`config.mk`:
```
export PLATFORM = sky130hd
export DESIGN_NAME = sorted_priority_queue_unit
export DESIGN_NICKNAME = d
export VERILOG_FILES = /design/src/hw/rtl/spq_pkg.sv /design/src/hw/rtl/spq_cell.sv /design/src/hw/rtl/sorted_priority_queue_unit.sv
export SDC_FILE = /design/constraint.sdc
export NUM_CORES = 1
export LEC_CHECK = 0
export ABC_AREA = 1
export BUFFER_PORTS_ARGS = -buffer_cell sky130_fd_sc_hd__buf_2
export CAP_MARGIN = 20
export CORE_MARGIN = 2
export CORE_UTILIZATION = 35
export CTS_CLUSTER_SIZE = 16
export DETAILED_ROUTE_END_ITERATION = 16
export GPL_ROUTABILITY_DRIVEN = 1
export PLACE_DENSITY = 0.5
export RECOVER_POWER = 100
export SKIP_LAST_GASP = 1
export SLEW_MARGIN = 0
export SYNTH_ARGS = -nofsm -noshare
export SYNTH_HDL_FRONTEND = slang
export SYNTH_SLANG_ARGS = --single-unit
```
`constraint.sdc`:
```
create_clock -name aclk -period 7.1 [get_ports aclk]
set_input_delay 1.42 -clock aclk [delete_from_list [all_inputs] [get_ports aclk]]
set_output_delay 1.42 -clock aclk [all_outputs]
set_load 0.1 [all_outputs]
```
`src/hw/rtl/spq_pkg.sv`:
```
`timescale 1ns / 1ps

package spq_pkg;

    localparam int DEPTH   = 16;
    localparam int KEY_W   = 16;
    localparam int TAG_W   = 8;
    localparam int COUNT_W = $clog2(DEPTH + 1);
    localparam int FILL_W  = 5;
    localparam int STAT_W  = 2;
    localparam int S_DATA_W = 24;
    localparam int M_DATA_W = 32;

    typedef enum logic {
        OP_INSERT = 1'b0,
        OP_REMOVE = 1'b1
    } op_t;

    typedef enum logic [STAT_W-1:0] {
        ST_OK         = 2'd0,
        ST_EMPTY      = 2'd1,
        ST_FULL       = 2'd2,
        ST_UNUSED     = 2'd3
    } status_t;

    typedef struct packed {
        logic             valid;
        logic [KEY_W-1:0] key;
        logic [TAG_W-1:0] tag;
    } entry_t;

    typedef struct packed {
        logic             ins;
        logic             rem;
        logic [KEY_W-1:0] key;
        logic [TAG_W-1:0] tag;
    } cmd_t;

endpackage

```
`src/hw/rtl/spq_cell.sv`:
```
`timescale 1ns / 1ps

module spq_cell (
    input  logic           aclk,
    input  logic           aresetn,
    input  spq_pkg::cmd_t  cmd,
    input  logic           left_take,
    input  spq_pkg::entry_t left_entry,
    input  spq_pkg::entry_t right_entry,
    output logic           take,
    output spq_pkg::entry_t entry
);

    logic                      valid_reg;
    logic                      valid_next;
    logic [spq_pkg::KEY_W-1:0] key_reg;
    logic [spq_pkg::KEY_W-1:0] key_next;
    logic [spq_pkg::TAG_W-1:0] tag_reg;
    logic [spq_pkg::TAG_W-1:0] tag_next;

    assign take  = !valid_reg || (cmd.key <= key_reg);
    assign entry = '{valid: valid_reg, key: key_reg, tag: tag_reg};

    always_comb begin
        valid_next = valid_reg;
        key_next   = key_reg;
        tag_next   = tag_reg;
        priority if (cmd.ins && left_take) begin
            valid_next = left_entry.valid;
            key_next   = left_entry.key;
            tag_next   = left_entry.tag;
        end else if (cmd.ins && take) begin
            valid_next = 1'b1;
            key_next   = cmd.key;
            tag_next   = cmd.tag;
        end else if (cmd.rem) begin
            valid_next = right_entry.valid;
            key_next   = right_entry.key;
            tag_next   = right_entry.tag;
        end
    end

    always_ff @(posedge aclk) begin
        if (!aresetn) begin
            valid_reg <= 1'b0;
        end else begin
            valid_reg <= valid_next;
        end
    end

    always_ff @(posedge aclk) begin
        key_reg <= key_next;
        tag_reg <= tag_next;
    end

endmodule

```
`src/hw/rtl/sorted_priority_queue_unit.sv`:
```
`timescale 1ns / 1ps
// Sorted priority queue, entries kept in ascending key order in a row of cells.
// Input channel s_*: one word per operation. s_tuser is the op (insert or
// remove), s_tdata carries key and tag for an insert. Insert places the entry
// ahead of any held entry with an equal or larger key; remove pops the smallest.
// Result channel m_*: exactly one word per accepted input word, carrying the
// removed key and tag (zero for inserts and failed removes), the fill count
// after the operation, and a status in m_tuser (ok, remove on empty, insert on
// full). A full insert is dropped.
// Latency: result is valid the cycle after the input word is accepted.
// Throughput: one word per cycle while the receiver keeps m_tready high; every cell
// compares its key against the broadcast key and shifts toward its neighbor as the word is accepted.
// Stall: a held result blocks new input only while m_tready is low; when the
// receiver takes the result, a new word is accepted in the same cycle.
// Reset (aresetn low, synchronous): the queue is emptied and m_tvalid drops.
module sorted_priority_queue_unit (
    input  logic                         aclk,
    input  logic                         aresetn,
    input  logic                         s_tvalid,
    output logic                         s_tready,
    input  logic [spq_pkg::S_DATA_W-1:0] s_tdata,   // key[15:0], tag[23:16]
    input  logic                         s_tuser,   // op[0]
    output logic                         m_tvalid,
    input  logic                         m_tready,
    output logic [spq_pkg::M_DATA_W-1:0] m_tdata,   // out_key[15:0], out_tag[23:16], fill[28:24]
    output logic [spq_pkg::STAT_W-1:0]   m_tuser    // status[1:0]
);

    localparam int D  = spq_pkg::DEPTH;
    localparam int CW = spq_pkg::COUNT_W;
    localparam int FW = spq_pkg::FILL_W;

    spq_pkg::cmd_t             cmd;
    spq_pkg::entry_t           entries [D];
    spq_pkg::entry_t           right_in [D];
    logic                      take_vec [D];
    logic                      left_take [D];
    logic [D-1:0]              valid_vec;
    logic                      fire;
    logic                      is_remove;
    logic                      full;
    logic                      empty;

    logic [CW-1:0]             count_reg;
    logic [CW-1:0]             count_next;
    logic                      m_valid_reg;
    logic [spq_pkg::KEY_W-1:0] m_key_reg;
    logic [spq_pkg::KEY_W-1:0] m_key_next;
    logic [spq_pkg::TAG_W-1:0] m_tag_reg;
    logic [spq_pkg::TAG_W-1:0] m_tag_next;
    spq_pkg::status_t          m_stat_reg;
    spq_pkg::status_t          m_stat_next;
    logic [FW+CW-1:0]          fill_ext;

    assign s_tready  = !m_valid_reg || m_tready;
    assign fire      = s_tvalid && s_tready;
    assign is_remove = (s_tuser == spq_pkg::OP_REMOVE);
    assign full      = (count_reg == CW'(D));
    assign empty     = (count_reg == '0);

    assign cmd.ins = fire && !is_remove && !full;
    assign cmd.rem = fire && is_remove && !empty;
    assign cmd.key = s_tdata[spq_pkg::KEY_W-1:0];
    assign cmd.tag = s_tdata[spq_pkg::KEY_W +: spq_pkg::TAG_W];

    for (genvar i = 0; i < D; i++) begin : g_cell
        if (i == 0) begin : g_first
            assign left_take[i] = 1'b0;
        end else begin : g_rest
            assign left_take[i] = take_vec[i-1];
        end
        if (i == D - 1) begin : g_last
            assign right_in[i] = '0;
        end else begin : g_inner
            assign right_in[i] = entries[i+1];
        end
        assign valid_vec[i] = entries[i].valid;

        spq_cell u_cell (
            .aclk        (aclk),
            .aresetn     (aresetn),
            .cmd         (cmd),
            .left_take   (left_take[i]),
            .left_entry  (i == 0 ? '0 : entries[(i == 0) ? 0 : i-1]),
            .right_entry (right_in[i]),
            .take        (take_vec[i]),
            .entry       (entries[i])
        );
    end

    always_comb begin
        count_next  = count_reg;
        m_key_next  = '0;
        m_tag_next  = '0;
        m_stat_next = spq_pkg::ST_OK;
        if (is_remove) begin
            if (empty) begin
                m_stat_next = spq_pkg::ST_EMPTY;
            end else begin
                m_key_next = entries[0].key;
                m_tag_next = entries[0].tag;
                count_next = count_reg - CW'(1);
            end
        end else begin
            if (full) begin
                m_stat_next = spq_pkg::ST_FULL;
            end else begin
                count_next = count_reg + CW'(1);
            end
        end
    end

    always_ff @(posedge aclk) begin
        if (!aresetn) begin
            count_reg   <= '0;
            m_valid_reg <= 1'b0;
        end else begin
            if (fire) begin
                count_reg <= count_next;
            end
            if (fire) begin
                m_valid_reg <= 1'b1;
            end else if (m_tready) begin
                m_valid_reg <= 1'b0;
            end
        end
    end

    always_ff @(posedge aclk) begin
        if (fire) begin
            m_key_reg  <= m_key_next;
            m_tag_reg  <= m_tag_next;
            m_stat_reg <= m_stat_next;
        end
    end

    assign fill_ext = {{FW{1'b0}}, count_reg};
    assign m_tvalid = m_valid_reg;
    assign m_tuser  = m_stat_reg;
    assign m_tdata  = {{(spq_pkg::M_DATA_W - FW - spq_pkg::TAG_W - spq_pkg::KEY_W){1'b0}},
                       fill_ext[FW-1:0], m_tag_reg, m_key_reg};

`ifndef SYNTHESIS
    a_count_bound: assert property (@(posedge aclk) disable iff (!aresetn)
        count_reg <= CW'(D))
        else $error("count exceeds depth");

    a_valid_matches_count: assert property (@(posedge aclk) disable iff (!aresetn)
        $countones(valid_vec) == int'(count_reg))
        else $error("cell valid bits disagree with count");

    a_remove_shrinks: assert property (@(posedge aclk) disable iff (!aresetn)
        (fire && is_remove && !empty) |=> (count_reg == $past(count_reg) - CW'(1)))
        else $error("remove did not shrink queue");

    a_fail_zero_payload: assert property (@(posedge aclk) disable iff (!aresetn)
        (m_valid_reg && m_stat_reg != spq_pkg::ST_OK) |-> (m_key_reg == '0 && m_tag_reg == '0))
        else $error("failed operation returned payload");
`endif

endmodule

```
---- After elaboration in Yosys (flattened, before gate mapping) ----
Cells that the tools add are included.
W data, S select, Z words.
word-level totals
  bits of input ports ..................... 29
  output and inout bits ................... 36
  word-level logic and storage cells ...... 302
  flip-flop bits (word level) ............. 432
cells by class
  reductions and logical operators ........ 78
  add/subtract/negate cells ............... 2
  eq/ne operators ......................... 3
  bitwise gates (word level) .............. 1
  muxes and demuxes ....................... 149
  magnitude comparators ................... 16
operator list
  cell                   number
  $mux W16               47
  $mux W8                47
  $le A16 B16 Y1         16
  $mux W1                50
  $reduce_bool A3 Y1     15
  $logic_and A1 B1 Y1    21
  $logic_not A1 Y1       20
  $logic_or A1 B1 Y1     17
  $mux W5                3
  $add A5 B1 Y5 const B  1
  $eq A5 B5 Y1 const B   1
  $logic_not A5 Y1       1
  $sub A5 B1 Y5 const B  1
  $mux W2                2
  $ne A2 B2 Y1 const B   2
  $reduce_bool A2 Y1     2
  $reduce_and A3 Y1      1
  $reduce_or A2 Y1       1
  $not A1 Y1             1

---- Logic depth before layout (Yosys ltp) ----
Gate-level depths: netlist (run 1).
  depth in word-level cells ............... 8
  depth in mapped cells ................... 19
  gate-level depth less buffers ........... 18

---- Modules after synthesis ----
A second synthesis (run 1) with hierarchy kept.
unflattened totals
  cell total of the unflattened synthesis .. 4,408
  area total of the unflattened synthesis .. 32,127.1 um^2
modules (own cells, without submodules)
  module                            times used  area each (um^2)  cells each  seq. area each (um^2)
  spq_cell at g_cell[0].u_cell ...  13          1,916.8           266         740.7
  spq_cell at g_cell[7].u_cell ...  3           1,893.1           266         740.7
  sorted_priority_queue_unit        1           1,529.0           152         900.9

---- Least setup slack after synthesis (run 1) ----
OpenSTA, ideal clock, no wires.
  kind .................................... input-to-reg
  start point ............................. in m_tready
  end point ............................... reg g_cell[12].u_cell.key_reg[0] (netlist bit), enable pin
  setup slack ............................. 2,499 ps
  library setup time ...................... 385 ps
  buffers on the path ..................... 1
  data required time ...................... 6,715 ps
  stages on the path ...................... 7
  arrival ................................. 4,216 ps
  path through ............................ inv_1 > nand2_1 > nand2_1 > inv_1 > nand3_1 > clkbuf_1 > nand3_1
between the ends
  cells in the longest elaborated chain, start to end .. 6
  elaborated cells between the ends (all ways) .. 9
  classes of those cells .................. reduce/logical: 9
RTL lines
  element                                 line                              source
  start: declaration                      sorted_priority_queue_unit.sv:24  input logic m_tready,
  $logic_or A1 B1 Y1 (*)                  sorted_priority_queue_unit.sv:55  assign s_tready = !m_valid_reg || m_tready;
  net s_tready                            sorted_priority_queue_unit.sv:20  output logic s_tready,
  $logic_and A1 B1 Y1 (*)                 sorted_priority_queue_unit.sv:56  assign fire = s_tvalid && s_tready;
  net fire                                sorted_priority_queue_unit.sv:39  logic fire;
  $logic_and A1 B1 Y1 (2 in a row)        sorted_priority_queue_unit.sv:61  assign cmd.ins = fire && !is_remove && !full;
  $logic_and A1 B1 Y1 (on tied branches)  spq_cell.sv:28, spq_cell.sv:32
  $reduce_bool A3 Y1 (no line) (*)        n/a
  end signal: assignment                  spq_cell.sv:52                    key_reg <= key_next;
  end: declaration                        spq_cell.sv:16                    logic [spq_pkg::KEY_W-1:0] key_reg;
Mark *: on every way through the listed nets, which the timed path passes. The rest lies on a longest branch.
A chain may end at the register's enable or synchronous reset.

---- Final worst setup path (run 1) ----
  start point ............................. in s_tdata[15] (netlist bit)
  end point ............................... reg g_cell[6].u_cell.key_reg[5] (netlist bit), enable pin
between the ends
  cells in the longest elaborated chain, start to end .. 4
  elaborated cells between the ends (all ways) .. 7
  classes of those cells .................. order compare: 2; reduce/logical: 5
RTL lines
  element                                 line                              source
  start: declaration                      sorted_priority_queue_unit.sv:21  input logic [spq_pkg::S_DATA_W-1:0] s_tdata,
  $le A16 B16 Y1                          spq_cell.sv:21                    assign take = !valid_reg || (cmd.key <= key_reg);
  $logic_or A1 B1 Y1                      spq_cell.sv:21
  $logic_and A1 B1 Y1 (on tied branches)  spq_cell.sv:28, spq_cell.sv:32
  $reduce_bool A3 Y1 (no line) (*)        n/a
  end signal: assignment                  spq_cell.sv:52
  end: declaration                        spq_cell.sv:16
Every way passes the cells marked *; elsewhere a longest branch is shown, timed or not.

==> results by group, run 1 <==
Run status
  – Status: complete, but fails checks
  – Failing checks: max-capacitance violations, max-slew violations

Layout
  – Post-route cell area: 30720 sq um
  – Antenna diodes: 0
  – Synthesis-to-layout area growth: 10.43%
  – Fraction of layout cells with a size suffix above 1: 4.701%
  – Fin nets: 3714
  – Max reg flops: 256
  – Fillers: 8187

Place
  – DPL Wire Length: 67180 um
  – Pre-CTS WS: 1.874 ns
  – IO Port Bufs: 61
  – Placed cell area: 29190 sq um
  – GPL Wtd Cong: 0.8412

Global routing
  – Largest net degree at the start of global routing: 78
  – First-pass GRT wire length: 140000 um
  – Antenna violations before repair: 0
  – Vias in the first global route: 21920
  – Grt total ovfl: 0
  – GRT Total Usage: 22.36%

Routing
  – Overall routed net length: 93250 um
  – Wire per inst: 20.64 um
  – 1st-pass router iterations: 7
  – Number of DRC markers in iteration 0: 2238
  – Detail Route Antenna Nets: 0
  – DRC: 0
  – Vias: 23520
  – Routed vias/inst: 5.207

Timing
  – Worst Tran Pin Value: 2.309 ns
  – Setup TNS Final: 0 ns
  – Final worst-path cycle share: 81.34%
  – Fin crit period: 5.775 ns
  – Final setup violating endpoints: 0
  – Final Slew Violations: 27
  – Slew HR: -53.95%
  – Final hold vios: 0
  – Post-route setup slack: 1.325 ns
  – Unrepaired setup endpoints after global routing: false
  – FMAX: 0.1732 GHz
  – Clock Skews: 0.02429 ns

Power
  – P_leak: 13.80 nW
  – Peak supply drop: 0.1739 mV
  – P per Cell Area: 304.3 nW/um^2

Yosys
  – Post-Synth Adder-Cell Area: 11.72%
  – Simple-Gate Fraction of Synth Area: 21.45%
  – Sequential area share after synthesis: 45.84%
  – Mux share of post-synthesis cell area: 0%
  – Largest family of logic cells by synthesized area: simple AND/OR/NAND/NOR gates
  – Mapped Avg Cell Area: 8.092 sq um
  – Ys Warns: 0
  – Number of synthesized register bits: 432
  – Unique masters post-synth: 28
  – Post-synthesis cell count: 3438
  – Synth Area in XOR/XNOR: 0.09445%
  – Synth Area in Compound Gates: 12.63%
  – Mapped Area: 27820 sq um

Worst setup path
  – Crit path max fanout: 38
  – CP arrival: 5.99 ns
  – Register-to-register setup slack: 2.13 ns
  – CP Launch Type: primary input
  – Crit path kind: primary input to flip-flop
  – Crit path required time: 7.32 ns
  – Cells on worst reg2reg path: 7
  – Critical path endpoint category: flip-flop

Min path
  – Worst Hold Class: flip-flop to flip-flop
  – Worst hold path depth: 2

Floorplan
  – Die ar.: 81750 sq um
  – # IOs: 65
  – Row count: 103
  – Initial Util: 35.27%
  – Placeable core area: 78870 sq um
  – Die height: 285.9 um
  – Die X: 285.9 um

CTS
  – CTS H-tree depth: 2
  – Resized Gates After CTS: 0
  – CTS Hold Bufs: 0
  – Number of buffers created by CTS: 52
  – Root Buffer: clkbuf_16
  – Post-CTS setup buffers: 0
  – Clock Path Buffers: 3
  – Latest clock arrival within the worst-skew pair: 0.61 ns
  – CTS tree: done
  – Clk pin slew, worst setup/hold paths: 0.06 ns
  – Clk sinks: 432

Flow run
  – Total of max-cap violations: 2
## report_power, final
group,leakage [nW],internal [W],switching [W]
registers,4.17,0.00359,0.000502
clock network,0.799,0.00153,0.00112
logic,8.84,0.000837,0.00177
total,13.8,0.00596,0.00339
## Yosys cell counts
cell	instances	area (sq um)
a21o_1	6	45.04
a21oi_1	136	680.7
a21oi_2	1	8.760
a31oi_1	306	1914
buf_1	12	45.04
buf_2	50	250.2
buf_4	4	30.03
clkbuf_1	122	457.9
conb_1	1	3.750
dfxtp_1	22	440.4
edfxtp_1	410	12310
fa_1	1	20.02
ha_1	259	3241
inv_1	395	1483
inv_2	8	30.03
nand2_1	1023	3840
nand2_2	1	6.260
nand3_1	63	315.3
nand4_1	35	219.0
nor2_1	417	1565
nor3_1	1	5.000
nor3_4	1	16.27
o21a_1	11	82.58
o21ai_0	130	650.6
o21bai_1	5	37.54
o22ai_1	15	93.84
xnor2_1	1	8.760
xor2_1	2	17.52
## layer usage
layer | up-vias | GRT usage [%] | wire (um)
li1 | 11520 | - | -
met3 | 120 | 2.504 | 5019
met1 | 11150 | 33.07 | 45340
met2 | 732 | 34.79 | 40740
met5 | - | 0 | 0
met4 | 0 | 5.406 | 2145
## per-stage QoR
step / hold slack (ns) / util, % / total power, W / instances
final: 0.4975 / 38.95 / 0.009348 / 4517
after global routing: 0.5221 / 38.95 / 0.009904 / 4517
after CTS: 0.4971 / 39.10 / 0.009403 / 4517
after detailed placement: 0.4874 / 37.01 / 0.006745 / 4421
after global placement: 0.4843 / 36.98 / 0.006709 / 4420
after floorplan: 0.4665 / - / 0.005775 / 3440
## critical path, cell delays in order
cell	delay [ns]
clkbuf_1	1.60
ha_1	0.49
a21oi_1	0.13
o21ai_0	0.10
a21oi_1	0.16
nand2_1	0.08
nand2_1	0.07
nand2_2	0.40
nand3_1	0.74
clkbuf_1	0.74
## cell type report
class	count	area [sq um]	share of cell area (%)
multi-input cells	2417	12810	41.68
flip-flops and latches	432	12750	41.51
inverters	403	1513	4.924
clock buffers	76	1461	4.757
well taps	1050	1314	4.276
repair buffers	119	694.4	2.260
clock inverters	20	181.4	0.5905
## cells in the final DEF (no fill, tap or decap), types with 5 or more instances in the layout
| cell | instances |
|---|---|
| a21o_1 | 6 |
| a21oi_1 | 136 |
| a31oi_1 | 306 |
| buf_2 | 26 |
| buf_4 | 44 |
| clkbuf_1 | 62 |
| clkbuf_16 | 52 |
| clkbuf_8 | 7 |
| clkinv_1 | 9 |
| clkinv_2 | 5 |
| dfxtp_1 | 22 |
| edfxtp_1 | 410 |
| ha_1 | 259 |
| inv_1 | 398 |
| inv_2 | 5 |
| nand2_1 | 1012 |
| nand2_2 | 12 |
| nand3_1 | 63 |
| nand4_1 | 35 |
| nor2_1 | 417 |
| o21a_1 | 11 |
| o21ai_0 | 130 |
| o21bai_1 | 5 |
| o22ai_1 | 15 |
## final timing paths
kind	from	endpoint
max reg2reg	m_tvalid$_SDFFE_PN0P_	g_cell[6].u_cell.key_reg[5]$_DFFE_PP_
max	s_tdata[15]	g_cell[6].u_cell.key_reg[5]$_DFFE_PP_
min reg2reg	g_cell[12].u_cell.valid_reg$_SDFFE_PN0P_	g_cell[12].u_cell.valid_reg$_SDFFE_PN0P_
min	g_cell[12].u_cell.valid_reg$_SDFFE_PN0P_	g_cell[12].u_cell.valid_reg$_SDFFE_PN0P_
## cell families after synthesis
| group | count (synthesis) |
|---|---|
| fa+ha+maj | 260 |
| buf+inv | 591 |
| flops | 432 |
| other cells | 1 |
| simple gates | 1541 |
| xor+xnor | 3 |
| compound gates | 610 |
(Power assumes the default switching activity.)
==> inputs of run 2 (changes only) <==
==> constraint.sdc (replaced) <==
create_clock -name aclk -period 6 [get_ports aclk]
set_input_delay 1.2 -clock aclk [delete_from_list [all_inputs] [get_ports aclk]]
set_output_delay 1.2 -clock aclk [all_outputs]
set_load 0.1 [all_outputs]
==> results by group, run 2 (synthesized netlist as in run 1, its figures left out) <==
Timing
  – Worst Tran Pin Value: 1.640 ns
  – Final setup violating endpoints: 0
  – Setup TNS Final: 0 ns
  – Slew HR: -9.353%
  – Final hold vios: 0
  – Unrepaired setup endpoints after global routing: false
  – Fin crit period: 4.912 ns
  – FMAX: 0.2036 GHz
  – Fin Hold WS: 0.4965 ns
  – Final Slew Violations: 87
  – Clock Skews: 0.02718 ns
  – Final worst-path cycle share: 81.87%

Floorplan
  – Placeable core area: 78870 sq um
  – Die X: 285.9 um
  – # IOs: 65
  – Die ar.: 81750 sq um
  – Row count: 103
  – Die height: 285.9 um
  – Initial Util: 35.27%

Worst setup path
  – Worst r2r dst: g_cell[0].u_cell.tag_reg[7]$_DFFE_PP_
  – CP Launch Type: primary input
  – CP arrival: 5.12 ns
  – Critical path endpoint category: flip-flop
  – R2R Path Start: count_reg[1]$_SDFFE_PN0P_
  – Crit path kind: primary input to flip-flop
  – Register-to-register setup slack: 1.97 ns
  – CP max stage cell: clkbuf_1
  – Cells on worst reg2reg path: 8
  – Crit path required time: 6.21 ns
  – Crit path max fanout: 24
  – CP Cell Sequence: buf_2, clkbuf_1, ha_1, nand2_1, nor2_1, nand4_1, nor2_1, nor2_1, nand2_1, nand2_1, nand3_1, clkbuf_1
  – Max incr delay on CP: 1.19 ns

Routing
  – Wire per inst: 20.85 um
  – Detail Route Antenna Nets: 0
  – Number of DRC markers in iteration 0: 2520
  – Routed vias/inst: 5.211
  – 1st-pass router iterations: 7
  – DRC: 0
  – Vias: 23680
  – Overall routed net length: 94750 um

CTS
  – Clk pin slew, worst setup/hold paths: 0.06 ns
  – CTS tree: done
  – Root Buffer: clkbuf_16
  – Number of buffers created by CTS: 52
  – Clock Path Buffers: 3
  – Clk sinks: 432
  – Post-CTS setup buffers: 0
  – Latest clock arrival within the worst-skew pair: 0.61 ns
  – CTS Hold Bufs: 0
  – Resized Gates After CTS: 0
  – CTS H-tree depth: 2

Place
  – GPL Wtd Cong: 0.8407
  – DPL Wire Length: 68580 um
  – IO Port Bufs: 61

Flow run
  – Total of max-cap violations: 3

Layout
  – Commonest cells after routing, fill and taps aside: nand2_1, nor2_1, edfxtp_1
  – Most common cell after layout, fill and taps aside: nand2_1
  – Fin nets: 3742
  – Fraction of layout cells with a size suffix above 1: 5.552%
  – Area of the multi-input gates: 12800 sq um
  – Max reg flops: 256
  – Synthesis-to-layout area growth: 11.29%
  – Antenna diodes: 0
  – FF+latch area: 12750 sq um
  – Fillers: 8187

Min path
  – Worst hold path depth: 2
  – Beginning of the worst hold path: g_cell[15].u_cell.valid_reg$_SDFFE_PN0P_
  – Hold worst-path end: g_cell[15].u_cell.valid_reg$_SDFFE_PN0P_
  – Worst Hold Class: flip-flop to flip-flop

Global routing
  – Largest net degree at the start of global routing: 78
  – Grt total ovfl: 0
  – GRT Total Usage: 22.83%
  – First-pass GRT wire length: 142200 um
  – Vias in the first global route: 22110
  – Antenna violations before repair: 2

Power
  – P per Cell Area: 362.1 nW/um^2
  – Peak supply drop: 0.2099 mV
  – P_leak: 13.95 nW

Run status
  – Failing checks: max-capacitance violations, max-slew violations
  – Status: complete, but fails checks
[run 2: cell type report]
type,count,share of cell area [%]
multi-input combinational,2417,41.33
sequential,432,41.19
inverter,403,4.886
clock buffer,69,4.737
tap,1050,4.243
timing repair buffer,147,2.776
clock inverter,26,0.8366
[run 2: metal layers]
layer | global-route usage, % | routed length (um)
met1 | 34.38 | 45370
met2 | 34.00 | 40440
met3 | 3.206 | 6340
met4 | 6.191 | 2593
met5 | 0 | 11
[run 2: worst max-delay path, delay by kind of cell]
kind	cells	cell delay, ns
buffers and inverters	3	2.47
and+or+nand+nor	8	1.14
adders and majority gates	1	0.24
[run 2: worst max path at each step]
stage / to / cells past startpoint / start
3_5_place_dp: g_cell[11].u_cell.key_reg[8]$_DFFE_PP_ / 13 / s_tdata[0]
6_report: g_cell[2].u_cell.key_reg[6]$_DFFE_PP_ / 12 / s_tdata[6]
4_1_cts: g_cell[11].u_cell.key_reg[8]$_DFFE_PP_ / 13 / s_tdata[0]
5_1_grt: g_cell[5].u_cell.valid_reg$_SDFFE_PN0P_ / 15 / s_tdata[6]
3_3_place_gp: g_cell[11].u_cell.key_reg[12]$_DFFE_PP_ / 13 / s_tdata[0]
2_1_floorplan: g_cell[12].u_cell.key_reg[0]$_DFFE_PP_ / 7 / m_tready
[run 2: report_power, final]
part           internal [W]  switching (W)  total (W)
Clock               0.00192        0.00135    0.00327
Combinational      0.000998        0.00210    0.00310
Sequential          0.00426       0.000589    0.00485
Total               0.00717        0.00404     0.0112
[run 2: stage by stage]
step / power (W) / utilization [%] / worst slack (ns) / instances / area [sq um]
6_report: 0.01121 / 39.25 / 1.088 / 4544 / 30960
5_1_grt: 0.01188 / 39.25 / 0.8444 / 4544 / 30960
4_1_cts: 0.01129 / 39.41 / 1.970 / 4544 / 31080
3_5_place_dp: 0.007994 / 37.22 / 1.313 / 4449 / 29360
3_3_place_gp: 0.007963 / 37.22 / 1.420 / 4449 / 29360
2_1_floorplan: 0.006834 / - / 1.619 / 3440 / 27830
==> inputs of run 3 (changes only) <==
==> constraint.sdc (replaced) <==
create_clock -name aclk -period 4.9 [get_ports aclk]
set_input_delay 0.98 -clock aclk [delete_from_list [all_inputs] [get_ports aclk]]
set_output_delay 0.98 -clock aclk [all_outputs]
set_load 0.1 [all_outputs]
==> results by group, run 3 (synthesized netlist as in run 1, its figures left out) <==
Place
  – GPL Wtd Cong: 0.8190
  – DPL Wire Length: 68980 um
  – Pre-CTS WS: 0.7619 ns
  – IO Port Bufs: 61

Worst setup path
  – Worst r2r dst: g_cell[1].u_cell.key_reg[1]$_DFFE_PP_
  – Worst Setup SP: s_tdata[3]
  – R2R Path Start: count_reg[1]$_SDFFE_PN0P_
  – Crit path max fanout: 21
  – CP arrival: 4.37 ns
  – Critical path endpoint category: flip-flop
  – Register-to-register setup slack: 1.07 ns
  – Crit path to: g_cell[3].u_cell.key_reg[3]$_DFFE_PP_
  – Crit path required time: 5.14 ns
  – Crit path kind: primary input to flip-flop
  – Cells on worst reg2reg path: 7
  – CP Launch Type: primary input

Power
  – Peak supply drop: 0.2975 mV
  – Pwr Total: 0.01383 W
  – P per Cell Area: 442.9 nW/um^2
  – P_leak: 14.12 nW

Timing
  – Unrepaired setup endpoints after global routing: false
  – Fin crit period: 4.127 ns
  – Final setup violating endpoints: 0
  – Worst Tran Pin Value: 1.739 ns
  – Final hold vios: 0
  – Clock Skews: 0.01664 ns
  – Setup TNS Final: 0 ns
  – Final Slew Violations: 29
  – Fin Hold WS: 0.4877 ns
  – FMAX: 0.2423 GHz
  – Final worst-path cycle share: 84.23%
  – Post-route setup slack: 0.7729 ns
  – Slew HR: -16.26%

Global routing
  – Grt total ovfl: 0
  – Vias in the first global route: 22000
  – Antenna violations before repair: 1
  – First-pass GRT wire length: 141500 um
  – GRT Total Usage: 22.88%
  – Largest net degree at the start of global routing: 60

Layout
  – Max reg flops: 256
  – Fraction of layout cells with a size suffix above 1: 5.834%
  – Most common cell after layout, fill and taps aside: nand2_1
  – Antenna diodes: 0
  – Fin nets: 3759
  – Final core utilization: 39.59%
  – Commonest cells after routing, fill and taps aside: nand2_1, nor2_1, edfxtp_1
  – Synthesis-to-layout area growth: 12.25%

Floorplan
  – Die ar.: 81750 sq um
  – Row count: 103
  – # IOs: 65
  – Initial Util: 35.27%
  – Placeable core area: 78870 sq um
  – Die X: 285.9 um
  – Die height: 285.9 um

CTS
  – Clk pin slew, worst setup/hold paths: 0.06 ns
  – Root Buffer: clkbuf_16
  – CTS tree: done
  – CTS Hold Bufs: 0
  – Clk sinks: 432
  – Post-CTS setup buffers: 0
  – CTS H-tree depth: 2
  – Resized Gates After CTS: 0
  – Clock Path Buffers: 3
  – Latest clock arrival within the worst-skew pair: 0.62 ns
  – Number of buffers created by CTS: 52

Routing
  – DRC: 0
  – Routed vias/inst: 5.180
  – Number of DRC markers in iteration 0: 2366
  – Overall routed net length: 94590 um
  – Detail Route Antenna Nets: 0
  – Wire per inst: 20.73 um
  – 1st-pass router iterations: 5
  – Vias: 23640

Run status
  – Failing checks: max-capacitance violations, max-slew violations
  – Status: complete, but fails checks

Min path
  – Worst hold path depth: 1
  – Worst Hold Class: flip-flop to flip-flop

Flow run
  – Total of max-cap violations: 1
==> run 3: cell count changes in the layout (fill, tap and decap cells not counted), sizes merged <==
cell and change:
buf +15, clkbuf +6, inv +2, clkinvlp -4, bufinv +1
==> run 3: layout make-up <==
class / count / area, sq um
fillers: 8136 / 47640
clock buffers: 73 / 1451
inverters: 403 / 1513
repair buffers: 164 / 1132
multi-input cells: 2417 / 12780
clock inverters: 25 / 282.8
well taps: 1050 / 1314
flip-flops and latches: 432 / 12750
==> run 3: worst min-delay path by stage <==
stage,from,endpoint
final,count_reg[4]$_SDFFE_PN0P_,count_reg[4]$_SDFFE_PN0P_
after global routing,count_reg[4]$_SDFFE_PN0P_,count_reg[4]$_SDFFE_PN0P_
after CTS,count_reg[4]$_SDFFE_PN0P_,count_reg[4]$_SDFFE_PN0P_
after detailed placement,count_reg[4]$_SDFFE_PN0P_,count_reg[4]$_SDFFE_PN0P_
after global placement,count_reg[4]$_SDFFE_PN0P_,count_reg[4]$_SDFFE_PN0P_
after floorplan,g_cell[15].u_cell.valid_reg$_SDFFE_PN0P_,g_cell[15].u_cell.valid_reg$_SDFFE_PN0P_
==> run 3: report_power, final <==
group,internal [W],total (W),leakage [nW],switching (W)
Sequential,0.00521,0.00595,4.17,0.000744
Combinational,0.00126,0.00383,9.09,0.00257
Clock,0.00238,0.00405,0.860,0.00167
Total,0.00885,0.0138,14.1,0.00499
==> run 3: metrics by stage <==
stage,area (sq um),instances
after floorplan,27830,3440
after global placement,29640,4466
after detailed placement,29640,4466
after CTS,31370,4564
after global routing,31230,4564
final,31230,4564
==> run 3: critical path, stage by stage <==
cell	delay, ns
buf_2	0.69
clkbuf_1	0.62
ha_1	0.36
nand2_1	0.07
inv_1	0.05
nand2_1	0.06
nand2_1	0.05
nand2_1	0.06
nand2_1	0.07
nand2_1	0.06
nand2_1	0.04
nand2_1	0.07
nand2_2	0.25
nand3_1	0.32
clkbuf_2	0.60
==> run 3: routing by layer <==
layer,GRT usage [%],routed length [um]
met1,34.04,45070
met2,34.33,40640
met3,2.743,5704
met5,0,7
met4,7.539,3174
